==> config.mk <==
export PLATFORM = sky130hd
export DESIGN_NAME = wab_ctrl
export DESIGN_NICKNAME = d
export VERILOG_FILES = /design/src/rtl/wab_pkg.sv /design/src/rtl/wab_ctrl.sv
export SDC_FILE = /design/constraint.sdc
export NUM_CORES = 1
export LEC_CHECK = 0
export ABC_CLOCK_PERIOD_IN_PS = 1610
export BUFFER_PORTS_ARGS = -buffer_cell sky130_fd_sc_hd__buf_2
export CAP_MARGIN = 20
export CORE_AREA = 2 2 39 41
export CTS_BUF_LIST = sky130_fd_sc_hd__clkbuf_8
export DETAILED_ROUTE_END_ITERATION = 6
export DIE_AREA = 0 0 41 43
export PLACE_DENSITY = 0.71
export SLEW_MARGIN = 20
export SYNTH_ARGS = -nofsm -noshare
export SYNTH_HDL_FRONTEND = slang
export SYNTH_SLANG_ARGS = --single-unit
export TNS_END_PERCENT = 10
==> constraint.sdc <==
create_clock -name aclk -period 1.61 [get_ports aclk]
set_clock_uncertainty 0.05 [all_clocks]
set_input_delay 0.0805 -clock aclk [delete_from_list [all_inputs] [get_ports aclk]]
set_output_delay 0.0805 -clock aclk [all_outputs]
set_load 0.02 [all_outputs]
==> src/rtl/wab_pkg.sv <==
// Shared constants, types and helpers for the wrapping alpha-over blitter.
package wab_pkg;

    localparam int MAX_WIDTH  = 64;
    localparam int MAX_HEIGHT = 64;
    localparam int XW         = $clog2(MAX_WIDTH);
    localparam int YW         = $clog2(MAX_HEIGHT);
    localparam int AW         = XW + YW;
    localparam int DEPTH      = MAX_WIDTH * MAX_HEIGHT;
    localparam int DIMW       = 7;
    localparam int CNTW       = 13;

    // Item modes
    localparam logic [2:0] MODE_WR_SRC = 3'd0;
    localparam logic [2:0] MODE_WR_DST = 3'd1;
    localparam logic [2:0] MODE_RD_DST = 3'd2;
    localparam logic [2:0] MODE_BLEND  = 3'd3;
    localparam logic [2:0] MODE_COPY   = 3'd4;

    // Register indexes
    localparam logic [1:0] REG_DEST_WIDTH  = 2'd0;
    localparam logic [1:0] REG_DEST_HEIGHT = 2'd1;
    localparam logic [1:0] REG_SRC_WIDTH   = 2'd2;
    localparam logic [1:0] REG_SRC_HEIGHT  = 2'd3;

    // Commands from the controller to the datapath.
    typedef struct packed {
        logic load;       // latch the accepted beat
        logic clr_step;   // clear both images, one address per cycle
        logic prep;       // clip the blit rectangle
        logic wrap_u;     // one reduction step of the source column
        logic wrap_v;     // one reduction step of the source row
        logic access;     // perform a single texel access
        logic rd_issue;   // issue blit reads for the current texel
        logic wr_issue;   // write the current blit texel and advance
        logic finish;     // build the result beat
    } wab_cmd_t;

    // Status from the datapath to the controller.
    typedef struct packed {
        logic clr_last;
        logic is_access;
        logic is_blit;
        logic empty;
        logic u_done;
        logic v_done;
        logic last_px;
    } wab_stat_t;

    // Saturate a register into 1..maxv.
    function automatic logic [DIMW-1:0] sat_dim(input logic [DIMW-1:0] v,
                                                input logic [DIMW-1:0] maxv);
        if (v == '0)
            return DIMW'(1);
        else if (v > maxv)
            return maxv;
        else
            return v;
    endfunction

endpackage

==> src/rtl/wab_ctrl.sv <==
// Controller state machine of the blitter.
module wab_ctrl (
    input  logic                aclk,
    input  logic                aresetn,
    input  logic                s_valid,
    output logic                s_ready,
    output logic                m_valid,
    input  logic                m_ready,
    input  wab_pkg::wab_stat_t  stat,
    output wab_pkg::wab_cmd_t   cmd
);
    import wab_pkg::*;

    localparam logic [3:0] ST_CLEAR = 4'd0;
    localparam logic [3:0] ST_IDLE  = 4'd1;
    localparam logic [3:0] ST_DEC   = 4'd2;
    localparam logic [3:0] ST_ACC   = 4'd3;
    localparam logic [3:0] ST_ACCW  = 4'd4;
    localparam logic [3:0] ST_WRAP  = 4'd5;
    localparam logic [3:0] ST_RD    = 4'd6;
    localparam logic [3:0] ST_RDW   = 4'd7;
    localparam logic [3:0] ST_WR    = 4'd8;
    localparam logic [3:0] ST_FIN   = 4'd9;
    localparam logic [3:0] ST_OUT   = 4'd10;

    logic [3:0] state_reg, state_next;
    logic       out_vld_reg, out_vld_next;

    assign s_ready = (state_reg == ST_IDLE) && !out_vld_reg;
    assign m_valid = out_vld_reg;

    // Next-state and command decode.
    always_comb begin
        state_next   = state_reg;
        out_vld_next = out_vld_reg;
        cmd          = '0;
        if (out_vld_reg && m_ready)
            out_vld_next = 1'b0;
        case (state_reg)
            ST_CLEAR: begin
                cmd.clr_step = 1'b1;
                if (stat.clr_last)
                    state_next = ST_IDLE;
            end
            ST_IDLE: begin
                if (s_valid && s_ready) begin
                    cmd.load   = 1'b1;
                    state_next = ST_DEC;
                end
            end
            ST_DEC: begin
                cmd.prep = 1'b1;
                if (stat.is_access)
                    state_next = ST_ACC;
                else if (stat.is_blit)
                    state_next = ST_WRAP;
                else
                    state_next = ST_FIN;
            end
            ST_ACC: begin
                cmd.access = 1'b1;
                state_next = ST_ACCW;
            end
            ST_ACCW: state_next = ST_FIN;
            ST_WRAP: begin
                if (stat.empty)
                    state_next = ST_FIN;
                else if (stat.u_done && stat.v_done)
                    state_next = ST_RD;
                else begin
                    cmd.wrap_u = !stat.u_done;
                    cmd.wrap_v = !stat.v_done;
                end
            end
            ST_RD: begin
                cmd.rd_issue = 1'b1;
                state_next   = ST_RDW;
            end
            // Keep the blit addresses on the RAMs while the read data settles.
            ST_RDW: begin
                cmd.rd_issue = 1'b1;
                state_next   = ST_WR;
            end
            ST_WR: begin
                cmd.wr_issue = 1'b1;
                state_next   = stat.last_px ? ST_FIN : ST_RD;
            end
            ST_FIN: begin
                cmd.finish = 1'b1;
                state_next = ST_OUT;
            end
            ST_OUT: begin
                out_vld_next = 1'b1;
                state_next   = ST_IDLE;
            end
            default: state_next = ST_IDLE;
        endcase
    end

    // State registers.
    always_ff @(posedge aclk) begin
        if (!aresetn) begin
            state_reg   <= ST_CLEAR;
            out_vld_reg <= 1'b0;
        end else begin
            state_reg   <= state_next;
            out_vld_reg <= out_vld_next;
        end
    end
endmodule

==> summary.md <==
| Metric | Value |
|---|---|
| Avg Inst Size Synth | `7.36 um^2` |
| Total grt overflow | `0` |
| Largest family of logic cells by synthesized area | `simple AND/OR/NAND/NOR gates` |
| Post-synth top flop | `dfxtp_1` |
| FF+latch count, synth | `5` |
| Mapped cell area | `442 um^2` |
| CTS tree | `done` |
| Std cell rows | `14` |
| Port Buffer Count | `21` |
| Final Hold Fails | `0` |
| Post-Synth Adder-Cell Area | `0%` |
| Die Span Y | `43 um` |
| CTS clk-pin slew, worst paths | `0.04 ns` |
| Post-CTS setup buffers | `0` |
| Num Clock Sinks | `5` |
| Total Routed Length | `1.19 mm` |
| Clock buffer depth | `2` |
| First-pass GRT wire length | `1.77 mm` |
| Post-Layout Cell Count | `102` |
| Vias | `523` |
| Worst reg2reg path depth | `5` |
| Period utilisation layout | `94.0%` |
| Placed cells | `98` |
| Ant diodes | `0` |
| Synthesized Nets | `71` |
| Reg2reg start | `state_reg[0]$_SDFFE_PN0P_` |
| Remaining antenna violation count | `0` |
| Critical Path RT | `1.48 ns` |
| Reg-to-reg setup timing slack | `0.13 ns` |
| Worst-margin pin slew | `0.269 ns` |
| Clk_lat worst skew | `0.22 ns` |
| Synth Warn # | `0` |
| Min-Delay Path Class | `input port to flip-flop` |
| Wirelength per Cell | `11.7 um` |
| Largest net degree at the start of global routing | `10` |
| Critical Path Source Type | `flip-flop` |
| MaxCap Viol Count | `0` |
| CP Capture Type | `output pin` |
| Hpwl dp | `950 um` |
| Vias per cell | `5.13` |
| Placeable core area | `1380 um^2` |
| Fin nets | `98` |
| RR Endpoint | `state_reg[0]$_SDFFE_PN0P_` |
| Clock power share | `42.2%` |
| Simple-gate share of the synthesized area | `38.5%` |
| Sw Share | `30.9%` |
| Hold depth | `2` |
| Die area | `1760 um^2` |
| Gpl congestion | `0.735` |
| Peak VDD IR | `0.590 mV` |
| Switching pwr | `0.168 mW` |
| H-tree depth | `1` |
| Starting density of the core | `31.9%` |
| Comb pwr share | `32.5%` |
| Hold endpoint | `m_valid$_SDFFE_PN0P_` |
| Residual DRC count | `0` |
| First-pass DRT Iterations | `4` |
| Area delta synth->final | `43.1%` |
| Antenna violations before repair | `0` |
| Clk root buf | `clkbuf_8` |
| Static leakage | `0.293 nW` |
| Met2 Resource Use GR | `24.1%` |
| Min cycle time layout | `1.51 ns` |
| Max Freq | `661 MHz` |
| Vias in the first global route | `451` |
| Ports | `22` |
| Reg power frac | `25.4%` |
| Worst setup path category | `flip-flop to output pin` |
| EDFF count, synth | `0` |
| Fin. max-slew vios | `0` |
| GR peak layer | `met2` |
| Final setup TNS | `0 ns` |
| Layout cells sized above 1 | `44.2%` |
| Synth Area in XOR/XNOR | `1.98%` |
| Setup violations, final | `0` |
| Async S/R FF share, synth | `0%` |
| Mux cell area share after synthesis | `0%` |
| Met3 Usage GRT | `6.28%` |
| Fill count | `147` |
| CP max FO | `4` |
| Pwr Density | `862 nW/um^2` |
| Post-synthesis compound-gate area fraction | `26.1%` |
| Num CTS Buffers | `3` |
| Max FFs per register | `4` |
| Max transition margin | `82.0%` |
| Sequential area share after synthesis | `22.7%` |
| Mapped Cells | `60` |
| Crit path DAT | `1.38 ns` |
| Outcome | `completed` |
| Synth cell types | `30` |
| GRT met1 Usage | `17.0%` |
| RSZ-0062 raised after global routing | `no` |
| Global Route Usage Sum | `14.5%` |
| Die W | `41 um` |
| P_int | `0.376 mW` |
| DR iter-0 viols | `16` |
| Hold Startpoint | `aresetn` |
## cells in the final DEF (no fill, tap or decap), types with 3 or more instances in the layout
cell      synthesis  routed
buf_2             2      21
nor2_1            8       8
inv_1             5       5
dfxtp_1           5       5
buf_4             1       5
nand2_1           4       4
nor2b_1           4       4
or3_1             3       3
a21oi_1           3       3
clkbuf_8          0       3
## worst max-delay path, stage by stage (launching register included)
cell	delay, ns
dfxtp_1	0.31
or4b_4	0.57
nor2b_1	0.11
buf_2	0.16
## cell usage after synthesis, drive strengths merged, types with 2 or more instances
library cell,count,area (um^2)
buf,4,28.8
dfxtp,5,100
nor3,2,10.0
nand2b,2,12.5
a21oi,4,23.8
nor2b,4,25.0
nor2,8,30.0
o221ai,2,23.8
or3,3,18.8
nand2,4,15.0
inv,5,18.8
o22ai,2,12.5
nand3,2,10.0
## final cells by class
type / instances / area (um^2) / area share, %
Tap cell: 16 / 20.0 / 3.17
Clock inverter: 1 / 5.00 / 0.792
Timing Repair Buffer: 26 / 143 / 22.6
Inverter: 5 / 18.8 / 2.97
Clock buffer: 3 / 41.3 / 6.53
Multi-Input combinational cell: 46 / 304 / 48.1
Sequential cell: 5 / 100 / 15.8
## power groups by stage
stage               clock (mW)  combinational (mW)  sequential (mW)
floorplan                    0               0.121            0.137
global placement             0               0.169            0.139
detailed placement           0               0.173            0.139
CTS                      0.238               0.174            0.138
global route             0.249               0.195            0.139
finish                   0.230               0.177            0.138
## cell families after synthesis
logic type	after synthesis
AO/OA/AOI/OAI	14
XOR/XNOR	1
buffers and inverters	9
flip-flops	5
AND/OR/NAND/NOR	31
## timing repair
item / 4_1_cts / 5_1_grt
hold buffers: 0 / 0
resized for setup: 0 / 1
setup endpoints to repair: 0 / 2
## worst max-delay path by stage
stage	start	end	slack, ns	cells after the start
after floorplan	state_reg[1]$_SDFFE_PN0P_	state_reg[1]$_SDFFE_PN0P_	0.13	5
after global placement	state_reg[1]$_SDFFE_PN0P_	state_reg[1]$_SDFFE_PN0P_	0.14	4
after detailed placement	state_reg[1]$_SDFFE_PN0P_	state_reg[1]$_SDFFE_PN0P_	0.09	4
after CTS	state_reg[1]$_SDFFE_PN0P_	cmd[8]	0.03	3
after global routing	state_reg[3]$_SDFFE_PN0P_	cmd[6]	0.006	5
final	state_reg[1]$_SDFFE_PN0P_	cmd[8]	0.1	3
## per-layer routing
| layer | up-vias | share of wire (%) |
|---|---|---|
| met4 | 0 | 0 |
| met3 | 0 | 7.0 |
| li1 | 268 | - |
| met5 | - | 0 |
| met2 | 21 | 48 |
| met1 | 234 | 45 |
## per-stage QoR
step	worst slack [ns]	total power [mW]	utilization, %	area, um^2	hold slack, ns
after global routing	0.00556	0.582	45.7	632	0.0965
after global placement	0.137	0.308	42.0	582	0.292
after CTS	0.0306	0.550	45.4	628	0.0795
after floorplan	0.128	0.258	-	448	0.159
after detailed placement	0.0937	0.312	42.0	582	0.307
final	0.0968	0.545	45.7	632	0.0840
Note: power is estimated with default switching activity, not from simulation.
